**config.mk**
```make
export PLATFORM = sky130hd
export DESIGN_NAME = motion_vector_reconstruct
export DESIGN_NICKNAME = d
export VERILOG_FILES = /design/src/rtl/mvr_pkg.sv /design/src/rtl/motion_vector_reconstruct.sv /design/src/rtl/mvr_front.sv /design/src/rtl/mvr_queue.sv /design/src/rtl/mvr_back.sv
export SDC_FILE = /design/constraint.sdc
export NUM_CORES = 1
export LEC_CHECK = 0
export BUFFER_PORTS_ARGS = -buffer_cell sky130_fd_sc_hd__buf_2
export CAP_MARGIN = 10
export CORE_MARGIN = 5
export CORE_UTILIZATION = 25
export CTS_CLUSTER_DIAMETER = 120
export DETAILED_ROUTE_END_ITERATION = 12
export SYNTH_ARGS = -nofsm -noshare
export SYNTH_HDL_FRONTEND = slang
export SYNTH_SLANG_ARGS = --single-unit
```
**constraint.sdc**
```tcl
create_clock -name clock -period 23.1 [get_ports clock]
set_input_delay 4.62 -clock clock [delete_from_list [all_inputs] [get_ports clock]]
set_output_delay 4.62 -clock clock [all_outputs]
set_load 0.01 [all_outputs]
```
**src/rtl/mvr_pkg.sv**
```systemverilog
// Shared constants, types and register codes for motion vector reconstruction.
package mvr_pkg;

   localparam int NUM_PRED    = 8;
   localparam int PRED_IDX_W  = 3;
   localparam int PRED_W      = 14;
   localparam int MV_W        = 13;
   localparam int DELTA_W     = 15;
   localparam int SUM_W       = 16;
   localparam int FCODE_W     = 4;
   localparam int NUM_FCODE   = 4;
   localparam int RSIZE_W     = 4;
   localparam int CODE_W      = 6;
   localparam int RESID_W     = 8;
   localparam int QUEUE_DEPTH = 2;
   localparam int QPTR_W      = 1;
   localparam int QCNT_W      = 2;
   localparam int CSR_IDX_W   = 3;
   localparam int CSR_DATA_W  = 4;
   localparam int REQ_TDATA_W = 16;
   localparam int REQ_TUSER_W = 5;
   localparam int RSP_TDATA_W = 16;

   localparam logic [FCODE_W-1:0] FCODE_MIN = 4'd1;
   localparam logic [FCODE_W-1:0] FCODE_MAX = 4'd9;
   localparam logic [RSIZE_W-1:0] WRAP_BASE = 4'd4;

   typedef enum logic [CSR_IDX_W-1:0] {
      CSR_FCODE_FWD_HORIZ = 3'd0,
      CSR_FCODE_FWD_VERT  = 3'd1,
      CSR_FCODE_BWD_HORIZ = 3'd2,
      CSR_FCODE_BWD_VERT  = 3'd3,
      CSR_FRAME_PICTURE   = 3'd4
   } csr_index_type;

   typedef enum logic {
      ACT_RECON = 1'b0,
      ACT_CLEAR = 1'b1
   } action_type;

   typedef struct packed {
      logic [NUM_FCODE-1:0][FCODE_W-1:0] fcode;
      logic                              frame_picture;
   } cfg_type;

   typedef struct packed {
      logic                        clear;
      logic [PRED_IDX_W-1:0]       idx;
      logic                        field_case;
      logic [RSIZE_W-1:0]          rsize;
      logic signed [DELTA_W-1:0]   delta;
   } entry_type;

endpackage

```
**src/rtl/motion_vector_reconstruct.sv**
```systemverilog
// Top level of the motion vector reconstruction block.
// Takes one request per clock cycle while the queue is not full, and returns one
// result per request in order; a request goes into a queue slot and, once the back
// stage pops it, its result is held in the result register. The rate is set by the
// back stage, which reads a predictor, adds the delta, wraps the sum and writes the
// predictor back, so consecutive requests on the same predictor follow each other
// without a bubble. A two-entry queue parts the front stage from the back stage and
// lets further requests be taken while a result waits on rsp_tready, until it fills.
// The configuration port is always ready; the user must write it only while the
// block is idle (not enforced); indexes beyond the register list are ignored.
module motion_vector_reconstruct (
   input  logic                                clock,
   input  logic                                reset,
   input  logic                                req_tvalid,
   output logic                                req_tready,
   // [5:0] mv_code, [13:6] mv_resid, [15:14] zero
   input  logic [mvr_pkg::REQ_TDATA_W-1:0]     req_tdata,
   // [0] action, [1] vector_sel, [2] backward, [3] vertical, [4] field_format
   input  logic [mvr_pkg::REQ_TUSER_W-1:0]     req_tuser,
   output logic                                rsp_tvalid,
   input  logic                                rsp_tready,
   // [12:0] motion_vector, [15:13] zero
   output logic [mvr_pkg::RSP_TDATA_W-1:0]     rsp_tdata,
   input  logic                                csr_valid,
   output logic                                csr_ready,
   input  logic [mvr_pkg::CSR_IDX_W-1:0]       csr_index,
   input  logic [mvr_pkg::CSR_DATA_W-1:0]      csr_data
);

   mvr_pkg::cfg_type                  cfg_ff, cfg_in;
   logic                              q_full;
   logic                              q_push;
   mvr_pkg::entry_type                q_entry;
   logic                              q_pop;
   logic                              head_valid;
   mvr_pkg::entry_type                head_entry;
   logic signed [mvr_pkg::MV_W-1:0]   out_mv;

   assign csr_ready = 1'b1;

   always_comb begin
      cfg_in = cfg_ff;
      if (csr_valid) begin
         case (csr_index)
            mvr_pkg::CSR_FCODE_FWD_HORIZ: cfg_in.fcode[0] = csr_data;
            mvr_pkg::CSR_FCODE_FWD_VERT:  cfg_in.fcode[1] = csr_data;
            mvr_pkg::CSR_FCODE_BWD_HORIZ: cfg_in.fcode[2] = csr_data;
            mvr_pkg::CSR_FCODE_BWD_VERT:  cfg_in.fcode[3] = csr_data;
            mvr_pkg::CSR_FRAME_PICTURE:   cfg_in.frame_picture = csr_data[0];
            default: cfg_in = cfg_ff;
         endcase
      end
   end

   always_ff @(posedge clock) begin
      if (reset) begin
         for (int i = 0; i < mvr_pkg::NUM_FCODE; i++) begin
            cfg_ff.fcode[i] <= mvr_pkg::FCODE_MIN;
         end
         cfg_ff.frame_picture <= 1'b1;
      end else begin
         cfg_ff <= cfg_in;
      end
   end

   mvr_front u_front (
      .in_valid        (req_tvalid),
      .in_ready        (req_tready),
      .action          (req_tuser[0]),
      .vector_sel      (req_tuser[1]),
      .backward        (req_tuser[2]),
      .vertical        (req_tuser[3]),
      .field_format    (req_tuser[4]),
      .mv_code         (req_tdata[5:0]),
      .mv_resid        (req_tdata[13:6]),
      .cfg             (cfg_ff),
      .q_full          (q_full),
      .q_push          (q_push),
      .q_entry         (q_entry)
   );

   mvr_queue u_queue (
      .clock      (clock),
      .reset      (reset),
      .push       (q_push),
      .push_entry (q_entry),
      .full       (q_full),
      .pop        (q_pop),
      .head_valid (head_valid),
      .head_entry (head_entry)
   );

   mvr_back u_back (
      .clock      (clock),
      .reset      (reset),
      .head_valid (head_valid),
      .head_entry (head_entry),
      .pop        (q_pop),
      .out_valid  (rsp_tvalid),
      .out_ready  (rsp_tready),
      .out_mv     (out_mv)
   );

   assign rsp_tdata = {{(mvr_pkg::RSP_TDATA_W-mvr_pkg::MV_W){1'b0}}, out_mv};

endmodule

```
**src/rtl/mvr_front.sv**
```systemverilog
// Front stage: classify a request and build its motion delta and predictor index.
module mvr_front (
   input  logic                                 in_valid,
   output logic                                 in_ready,
   input  logic                                 action,
   input  logic                                 vector_sel,
   input  logic                                 backward,
   input  logic                                 vertical,
   input  logic                                 field_format,
   input  logic signed [mvr_pkg::CODE_W-1:0]    mv_code,
   input  logic [mvr_pkg::RESID_W-1:0]          mv_resid,
   input  mvr_pkg::cfg_type                     cfg,
   input  logic                                 q_full,
   output logic                                 q_push,
   output mvr_pkg::entry_type                   q_entry
);

   logic [mvr_pkg::FCODE_W-1:0]  fcode_sel;
   logic [mvr_pkg::FCODE_W-1:0]  fcode_clamp;
   logic [mvr_pkg::RSIZE_W-1:0]  rsize;
   logic [mvr_pkg::RESID_W:0]    f_scale;
   logic [mvr_pkg::RESID_W-1:0]  resid_mask;
   logic [mvr_pkg::CODE_W:0]     code_ext;
   logic [mvr_pkg::CODE_W:0]     mag;
   logic [mvr_pkg::CODE_W-1:0]   mag_m1;
   logic [mvr_pkg::PRED_W-1:0]   scaled;
   logic [mvr_pkg::PRED_W-1:0]   mag_delta;
   logic signed [mvr_pkg::DELTA_W-1:0] delta;

   always_comb begin
      fcode_sel = cfg.fcode[{backward, vertical}];
      if (fcode_sel < mvr_pkg::FCODE_MIN) begin
         fcode_clamp = mvr_pkg::FCODE_MIN;
      end else if (fcode_sel > mvr_pkg::FCODE_MAX) begin
         fcode_clamp = mvr_pkg::FCODE_MAX;
      end else begin
         fcode_clamp = fcode_sel;
      end
      rsize      = fcode_clamp - mvr_pkg::FCODE_MIN;
      f_scale    = (mvr_pkg::RESID_W+1)'(1) << rsize;
      resid_mask = mvr_pkg::RESID_W'(f_scale - (mvr_pkg::RESID_W+1)'(1));
      code_ext   = {mv_code[mvr_pkg::CODE_W-1], mv_code};
      mag        = mv_code[mvr_pkg::CODE_W-1] ? (~code_ext + 1'b1) : code_ext;
      mag_m1     = mvr_pkg::CODE_W'(mag - 1'b1);
      scaled     = mvr_pkg::PRED_W'(mag_m1) << rsize;
      mag_delta  = scaled + mvr_pkg::PRED_W'(mv_resid & resid_mask)
                   + mvr_pkg::PRED_W'(1);
      if (rsize == '0 || mv_code == '0) begin
         delta = {{(mvr_pkg::DELTA_W-mvr_pkg::CODE_W){mv_code[mvr_pkg::CODE_W-1]}},
                  mv_code};
      end else if (mv_code[mvr_pkg::CODE_W-1]) begin
         delta = -$signed({1'b0, mag_delta});
      end else begin
         delta = $signed({1'b0, mag_delta});
      end
   end

   always_comb begin
      in_ready           = !q_full;
      q_push             = in_valid && !q_full;
      q_entry.clear      = (action == mvr_pkg::ACT_CLEAR);
      q_entry.idx        = {vector_sel, backward, vertical};
      q_entry.field_case = field_format && vertical && cfg.frame_picture;
      q_entry.rsize      = rsize;
      q_entry.delta      = delta;
   end

endmodule

```
**src/rtl/mvr_queue.sv**
```systemverilog
// Short queue between the front and back stages.
module mvr_queue (
   input  logic                clock,
   input  logic                reset,
   input  logic                push,
   input  mvr_pkg::entry_type  push_entry,
   output logic                full,
   input  logic                pop,
   output logic                head_valid,
   output mvr_pkg::entry_type  head_entry
);

   mvr_pkg::entry_type               slot_ff [mvr_pkg::QUEUE_DEPTH];
   logic [mvr_pkg::QPTR_W-1:0]       wr_ptr_ff, wr_ptr_in;
   logic [mvr_pkg::QPTR_W-1:0]       rd_ptr_ff, rd_ptr_in;
   logic [mvr_pkg::QCNT_W-1:0]       count_ff, count_in;

   always_comb begin
      full       = (count_ff == mvr_pkg::QCNT_W'(mvr_pkg::QUEUE_DEPTH));
      head_valid = (count_ff != '0);
      head_entry = slot_ff[rd_ptr_ff];
      wr_ptr_in  = push ? wr_ptr_ff + 1'b1 : wr_ptr_ff;
      rd_ptr_in  = pop  ? rd_ptr_ff + 1'b1 : rd_ptr_ff;
      count_in   = count_ff + mvr_pkg::QCNT_W'(push) - mvr_pkg::QCNT_W'(pop);
   end

   always_ff @(posedge clock) begin
      if (reset) begin
         wr_ptr_ff <= '0;
         rd_ptr_ff <= '0;
         count_ff  <= '0;
      end else begin
         wr_ptr_ff <= wr_ptr_in;
         rd_ptr_ff <= rd_ptr_in;
         count_ff  <= count_in;
      end
   end

   always_ff @(posedge clock) begin
      if (push) begin
         slot_ff[wr_ptr_ff] <= push_entry;
      end
   end

endmodule

```
**src/rtl/mvr_back.sv**
```systemverilog
// Back stage: predictor file, add and wrap, and the result register.
module mvr_back (
   input  logic                             clock,
   input  logic                             reset,
   input  logic                             head_valid,
   input  mvr_pkg::entry_type               head_entry,
   output logic                             pop,
   output logic                             out_valid,
   input  logic                             out_ready,
   output logic signed [mvr_pkg::MV_W-1:0]  out_mv
);

   logic signed [mvr_pkg::PRED_W-1:0] pred_ff [mvr_pkg::NUM_PRED];
   logic signed [mvr_pkg::PRED_W-1:0] pred_in [mvr_pkg::NUM_PRED];
   logic                              out_valid_ff, out_valid_in;
   logic signed [mvr_pkg::MV_W-1:0]   out_mv_ff, out_mv_in;
   logic signed [mvr_pkg::PRED_W-1:0] pred_cur;
   logic signed [mvr_pkg::PRED_W-1:0] pred_use;
   logic signed [mvr_pkg::SUM_W-1:0]  sum;
   logic [mvr_pkg::RSIZE_W-1:0]       top_bit;
   logic signed [mvr_pkg::MV_W-1:0]   mv;

   always_comb begin
      pop      = head_valid && (!out_valid_ff || out_ready);
      pred_cur = pred_ff[head_entry.idx];
      pred_use = head_entry.field_case ?
                 {pred_cur[mvr_pkg::PRED_W-1], pred_cur[mvr_pkg::PRED_W-1:1]} : pred_cur;
      sum      = {{(mvr_pkg::SUM_W-mvr_pkg::PRED_W){pred_use[mvr_pkg::PRED_W-1]}}, pred_use}
               + {{(mvr_pkg::SUM_W-mvr_pkg::DELTA_W){head_entry.delta[mvr_pkg::DELTA_W-1]}},
                  head_entry.delta};
      top_bit  = head_entry.rsize + mvr_pkg::WRAP_BASE;
      for (int k = 0; k < mvr_pkg::MV_W; k++) begin
         mv[k] = (mvr_pkg::RSIZE_W'(k) <= top_bit) ? sum[k] : sum[top_bit];
      end

      pred_in      = pred_ff;
      out_valid_in = out_valid_ff;
      out_mv_in    = out_mv_ff;
      if (out_ready) begin
         out_valid_in = 1'b0;
      end
      if (pop) begin
         out_valid_in = 1'b1;
         if (head_entry.clear) begin
            for (int i = 0; i < mvr_pkg::NUM_PRED; i++) begin
               pred_in[i] = '0;
            end
            out_mv_in = '0;
         end else begin
            pred_in[head_entry.idx] = head_entry.field_case ?
                                      {mv, 1'b0} : {mv[mvr_pkg::MV_W-1], mv};
            out_mv_in = mv;
         end
      end
   end

   always_ff @(posedge clock) begin
      if (reset) begin
         out_valid_ff <= 1'b0;
         for (int i = 0; i < mvr_pkg::NUM_PRED; i++) begin
            pred_ff[i] <= '0;
         end
      end else begin
         out_valid_ff <= out_valid_in;
         pred_ff      <= pred_in;
      end
   end

   always_ff @(posedge clock) begin
      out_mv_ff <= out_mv_in;
   end

   assign out_valid = out_valid_ff;
   assign out_mv    = out_mv_ff;

   a_pop_gives_result: assert property (@(posedge clock) disable iff (reset)
      pop |=> out_valid_ff)
      else $error("popped request produced no result");

   a_clear_zeroes: assert property (@(posedge clock) disable iff (reset)
      (pop && head_entry.clear) |=> (out_mv_ff == '0 && pred_ff[0] == '0
                                     && pred_ff[mvr_pkg::NUM_PRED-1] == '0))
      else $error("clear left a predictor or result nonzero");

   a_field_pred_even: assert property (@(posedge clock) disable iff (reset)
      (pop && !head_entry.clear && head_entry.field_case)
      |=> (pred_ff[$past(head_entry.idx)][0] == 1'b0))
      else $error("field predictor stored without doubling");

   a_recon_matches_pred: assert property (@(posedge clock) disable iff (reset)
      (pop && !head_entry.clear && !head_entry.field_case)
      |=> (pred_ff[$past(head_entry.idx)][mvr_pkg::MV_W-1:0] == out_mv_ff))
      else $error("stored predictor differs from result");

endmodule
```
# --- After elaboration in Yosys (flattened, before gate mapping) ---
# Memories as Yosys holds them, arrays and structs flattened. A register that Yosys moved wholly into a read port is not among the register bits.
# Cells that the tools add are included.
op_classes:
  mul: 0
  n_reduce_logical: 19
  n_shift: 2
  mux: 37
  n_eq_ne: 5
  magnitude_cmp: 19
  div: 0
  bitwise: 3
  add_sub_neg: 13
ops:
  columns: ["operator", "n"]
  rows:
  - ["$bwmux 112", 1]
  - ["$mux 112", 1]
  - ["$bmux 14 s3", 1]
  - ["$demux 14 s3", 1]
  - ["$mux 14", 3]
  - ["$mux 15", 2]
  - ["$mux 13", 2]
  - ["$le 4x4->1 const A", 5]
  - ["$mux 1", 20]
  - ["$add 14x15->16", 1]
  - ["$le 3x4->1 const A", 4]
  - ["$neg 14->15", 1]
  - ["$add 14x1->14 const B", 1]
  - ["$add 14x14->14", 1]
  - ["$shl 6x4->14", 1]
  - ["$mux 4", 3]
  - ["$reduce_and 2->1", 5]
  - ["$and 8x8->8", 1]
  - ["$bmux 4 s2", 1]
  - ["$le 1x4->1 const A", 2]
  - ["$le 2x4->1 const A", 2]
  - ["$lt 4x1->1 const B", 2]
  - ["$shl 1x4->8 const A", 1]
  - ["$sub 8x1->8 const B", 1]
  - ["other kinds (26)", 35]
word_totals:
  latch_bits: 0
  register_bits: 147
  mem_bits_ro: 0
  wordCells: 117
  mem_bits_rw: 48
  mem_count: 1
  input_bits: 33
  output_inout_bits: 19
memory_table:
  columns: ["name", "words", "width", "read_ports", "rd_ports_with_merged_regs", "wr", "line_no", "rtl"]
  rows:
  - ["u_queue.slot_ff", 2, 24, 1, 1, 1, "mvr_queue.sv:13", "mvr_pkg::entry_type slot_ff [mvr_pkg::QUEUE_DEPTH];"]

# --- Longest topological paths before layout ---
depth:
  word_depth: 14
  mapped_depth: 29
  mapped_depth_nobuf: 24

# --- Modules after synthesis ---
# A second synthesis with hierarchy kept.
unflattened:
  cells_unflattened: 1217
  hier_area_um2: 11674.9
modules_own_cells:
  columns: ["mod", "area_each_um2", "seq_area_each_um2", "cells_each", "instances"]
  rows:
  - ["mvr_back", 6857.8, 2652.5, 763, 1]
  - ["mvr_queue", 2057.0, 1541.5, 96, 1]
  - ["mvr_front", 1998.2, 0.0, 287, 1]
  - ["motion_vector_reconstruct", 762.0, 340.3, 71, 1]

# --- Worst setup path before layout ---
# OpenSTA, ideal clock, no wires.
synth_path:
  path_kind: "input port to flip-flop"
  start: "input port req_tuser[3] in the netlist's numbering"
  end: "memory u_queue.slot_ff[0][12] in the netlist's numbering, data pin"
  path_stages: 25
  setup_ns: 0.260
  t_arrival_ns: 10.279
  n_path_buf: 2
  path_slack_ns: 12.560
  t_required_ns: 22.840
  cell_sequence: "buf_6 mux4_1 o21a_1 or3_4 clkinv_2 ha_1 mux2i_1 nand2b_1 clkbuf_1 ha_1 nand2b_1 inv_1 ha_1 nor2b_1 o21a_1 o21ai_0 nand2b_1 a211oi_1 nor2_1 or4_1 or3_1 or3_4 nor3_2 o21ai_0 a32o_1"
synth_lines:
  columns: ["element", "line_no", "rtl"]
  rows:
  - ["start: declaration", "motion_vector_reconstruct.sv:19", "input logic [mvr_pkg::REQ_TUSER_W-1:0] req_tuser,"]
  - ["end: declaration", "mvr_queue.sv:13", null]

==> flow_summary_export.csv <==
group,metric,value,unit
run_status,status,"finished, final reports clean",
cts,clkSinkCount,196,
worst_setup_path,cp-start-kind,"primary input",
final_layout,finish.utilization,0.286,
cts,clock_latency,0.45,ns
cts,path_clk_slew,0.08,ns
worst_setup_path,crit_path_start,"req_tuser[3]",
cts,cts_resized,0,
sta,slew_viol_final,0,
worst_setup_path,ff2ff_path_depth,23,
drt,finalWirelength,33600,um
worst_setup_path,path_depth,24,
drt,routedWlPerCell,17.7,um
floorplan,initial_core_util,0.253,
sta,grt_setup_unrepaired,"no",
synth,yosysUniqueCellTypes,83,
sta,finalCriticalPeriod,11.20,ns
drt,antenna_left,0,
synth,synth_edf_count,61,
synth,ys_seq_area_frac,0.395,
global_route,grt_pass1_vias,9562,
worst_setup_path,critical_path_buf_inv_count,3,
cts,clockRootBuffer,"clkbuf_16",
power,powerDensity,114,nW/um^2
sta,setup_tns,0,ns
drt,drt_pass1_iterations,8,
final_layout,area_delta_synth_final,13.1,%
final_layout,final_layout_size_suffix_gt1_frac,0.118,
synth,netlist_instances,1277,
floorplan,die_w,224,um
synth,syn_area,11500,um^2
floorplan,die-area,50300,um^2
drt,drt_iter0_drc,1116,
final_layout,antennaDiodeCount,0,
synth,synthArstFlopShare,0,
sta,hold_viol,0,
worst_setup_path,slowest_stage,"mux4_1",
worst_setup_path,r2r_end,"u_queue.slot_ff[0][12]",
synth,synthFlopType,"dfxtp_1",
cts,cts_tree,"done",
cts,postCtsSetupBuffers,0,
floorplan,die_y,224,um
drt,remaining_drc_errors,0,
cts,clock_path_buffers,2,
final_layout,nNetsFinal,1356,
cts,h-tree-depth,4,
cts,numCtsBuffers,17,
flow_run,drv_cap,0,
synth,ys_seq_elements,196,
power,ir_drop,68.9,uV
worst_hold_path,hold_class,"reg -> reg",
worst_setup_path,reg2reg_slack,16.04,ns
drt,vias,10200,
worst_setup_path,cpPeakStageDelay,0.80,ns
synth,syn_avg_cell_area,8.98,um^2
worst_setup_path,cp.arrival,11.40,ns
placed_design,io_buffers,45,
sta,clock.fmax,0.0893,GHz
floorplan,io_pins,52,
sta,timing.final.crit_share,0.485,
worst_setup_path,crit_fanout,12,
synth,ys_warn_count,0,
drt,routed_via_density,5.37,
global_route,grt_util_all_layers,0.129,
sta,worstMarginPinSlew,1.22,ns
placed_design,place_hpwl,24300,um
floorplan,core-area,45400,um^2
global_route,grt_overflow,0,
worst_setup_path,crit_path_end,"u_queue.slot_ff[0][12]",
global_route,antenna_found_initial,0,
worst_setup_path,cp-end-kind,"flip-flop",
worst_setup_path,r2r-start,"cfg_ff[8]",
power,total_leakage_power,4.64,nW
worst_setup_path,critPathRequiredTime,23.29,ns
sta,setup_viol,0,
worst_setup_path,crit_chain,"buf_2 -> mux4_1 -> o21a_1 -> or3_4 -> clkinv_2 -> ha_1 -> mux2i_1 -> nand2b_1 -> ha_1 -> nand2b_1 -> inv_1 -> ha_1 -> nor2b_1 -> o21a_1 -> o21ai_0 -> nand2b_1 -> a211oi_1 -> nor2_1 -> or4_1 -> or3_1 -> or3_4 -> nor3_2 -> o21ai_0 -> a32o_1",
placed_design,gp_congestion,0.882,
worst_setup_path,crit_type,"in -> reg",
cts,cts_hold_buf,0,
sta,slew_headroom,0.186,
floorplan,rows,78,
worst_setup_path,cp_top_family,"simple AND/OR/NAND/NOR gates",
global_route,grt_max_degree,60,
global_route,grt_pass1_wl,53500,um
sta,skew,0.0155,ns
==> flip-flops by register name, summed over array words and instances, names as in the netlist, named ones only <==
| signal | flops |
|---|---|
| u_queue.wr_ptr_ff | 1 |
| u_back.out_mv | 13 |
| u_back.pred_ff | 112 |
| u_queue.count_ff | 2 |
| cfg_ff | 17 |
| u_back.out_valid | 1 |
| u_queue.slot_ff | 48 |
| u_queue.rd_ptr_ff | 1 |
==> cells in the mapped netlist (5+ instances only) <==
cell | count | area share
dfxtp_1 | 135 | 0.24
and3_1 | 9 | 0.0049
a222oi_1 | 16 | 0.014
buf_1 | 9 | 0.0029
mux2i_1 | 37 | 0.032
nand3_1 | 8 | 0.0035
o21ai_0 | 59 | 0.026
a32o_1 | 7 | 0.0061
o21a_1 | 8 | 0.0052
xor2_1 | 13 | 0.0099
a211oi_1 | 6 | 0.0039
inv_1 | 38 | 0.012
o32ai_1 | 5 | 0.0038
nor2b_1 | 25 | 0.014
nand4_1 | 10 | 0.0055
nand2_1 | 158 | 0.052
o21bai_1 | 5 | 0.0033
and2_1 | 14 | 0.0076
mux2_2 | 22 | 0.022
a221oi_1 | 18 | 0.014
ha_1 | 37 | 0.040
a22o_1 | 10 | 0.0076
a21oi_1 | 62 | 0.027
a21o_1 | 8 | 0.0052
nor3_1 | 31 | 0.014
clkbuf_1 | 70 | 0.023
o211ai_1 | 11 | 0.0072
edfxtp_1 | 61 | 0.16
a31oi_1 | 11 | 0.0060
nand2b_1 | 17 | 0.0093
xnor2_1 | 21 | 0.016
nor2_1 | 112 | 0.037
and4_1 | 5 | 0.0038
or3_1 | 6 | 0.0033
a22oi_1 | 61 | 0.040
o221ai_1 | 61 | 0.047
==> layout by cell type (no fill, tap or decap), types with 38 or more instances in the layout <==
master    synthesis  layout
o21ai_0          59      59
nor2_1          112     111
a22oi_1          61      61
o221ai_1         61      61
inv_1            38      38
buf_2             1      46
dfxtp_1         135     135
a21oi_1          62      62
edfxtp_1         61      61
nand2_1         158     158
==> per-stage QoR <==
stage | std cells | instance area (um^2) | power [mW] | worst slack (ns) | hold slack [ns]
CTS | 1895 | 13000 | 1.47 | 11.94 | 0.467
finish | 1897 | 13000 | 1.47 | 11.90 | 0.470
global route | 1897 | 13000 | 1.56 | 11.44 | 0.497
global placement | 1863 | 12300 | 1.14 | 11.52 | 0.440
floorplan | 1279 | 11500 | 0.906 | 12.56 | 0.424
detailed placement | 1863 | 12300 | 1.16 | 11.50 | 0.447
==> cells by family (layout without fill, tap and decap cells) <==
family,after synthesis,after routing,share of synthesized area
AOI/OAI and AO/OA,385,385,0.244
other,2,4,0.000655
adders and majority gates,39,39,0.0438
DFF,196,196,0.395
xor gates and xnor gates,37,37,0.0302
and+or+nand+nor,429,429,0.178
muxes,64,64,0.0642
buffers and inverters,125,143,0.0437
==> metal layers <==
metal / routed length (um) / track usage / vias to the layer above
li1: - / - / 4828
met1: 14900 / 0.178 / 4915
met2: 15800 / 0.214 / 402
met3: 2310 / 0.0223 / 42
met4: 563 / 0.0283 / 0
met5: 0 / 0 / -
==> power breakdown <==
| part | total [mW] | internal [mW] | switching, mW | leakage [nW] |
|---|---|---|---|---|
| Combinational | 0.731 | 0.206 | 0.525 | 2.67 |
| Sequential | 0.428 | 0.410 | 0.0176 | 1.67 |
| Clock | 0.316 | 0.152 | 0.164 | 0.306 |
==> worst min-delay path, stage by stage, from the launching register on <==
cell     delay, ns
dfxtp_1       0.34
nand2_1       0.05
o21ai_0       0.06
==> area by class of cell <==
cell class | instances | area, um^2
clock inverters | 15 | 208
multi-input cells | 958 | 6480
repair buffers | 72 | 429
clock buffers | 17 | 425
inverters | 39 | 148
flip-flops and latches | 196 | 4530
fillers | 4778 | 32400
well taps | 600 | 751
==> worst min-delay path by stage <==
stage	start	endpoint	slack [ns]	depth (start not counted)
4_1_cts	u_back.pred_ff[92]	u_back.pred_ff[92]	0.47	2
3_5_place_dp	u_back.pred_ff[92]	u_back.pred_ff[92]	0.45	2
3_3_place_gp	u_back.pred_ff[106]	u_back.pred_ff[106]	0.44	2
5_1_grt	u_back.pred_ff[64]	u_back.pred_ff[64]	0.50	2
6_report	u_back.pred_ff[92]	u_back.pred_ff[92]	0.47	2
2_1_floorplan	u_back.pred_ff[22]	u_back.pred_ff[22]	0.42	2
No activity file was read; power rests on OpenSTA's default activity.
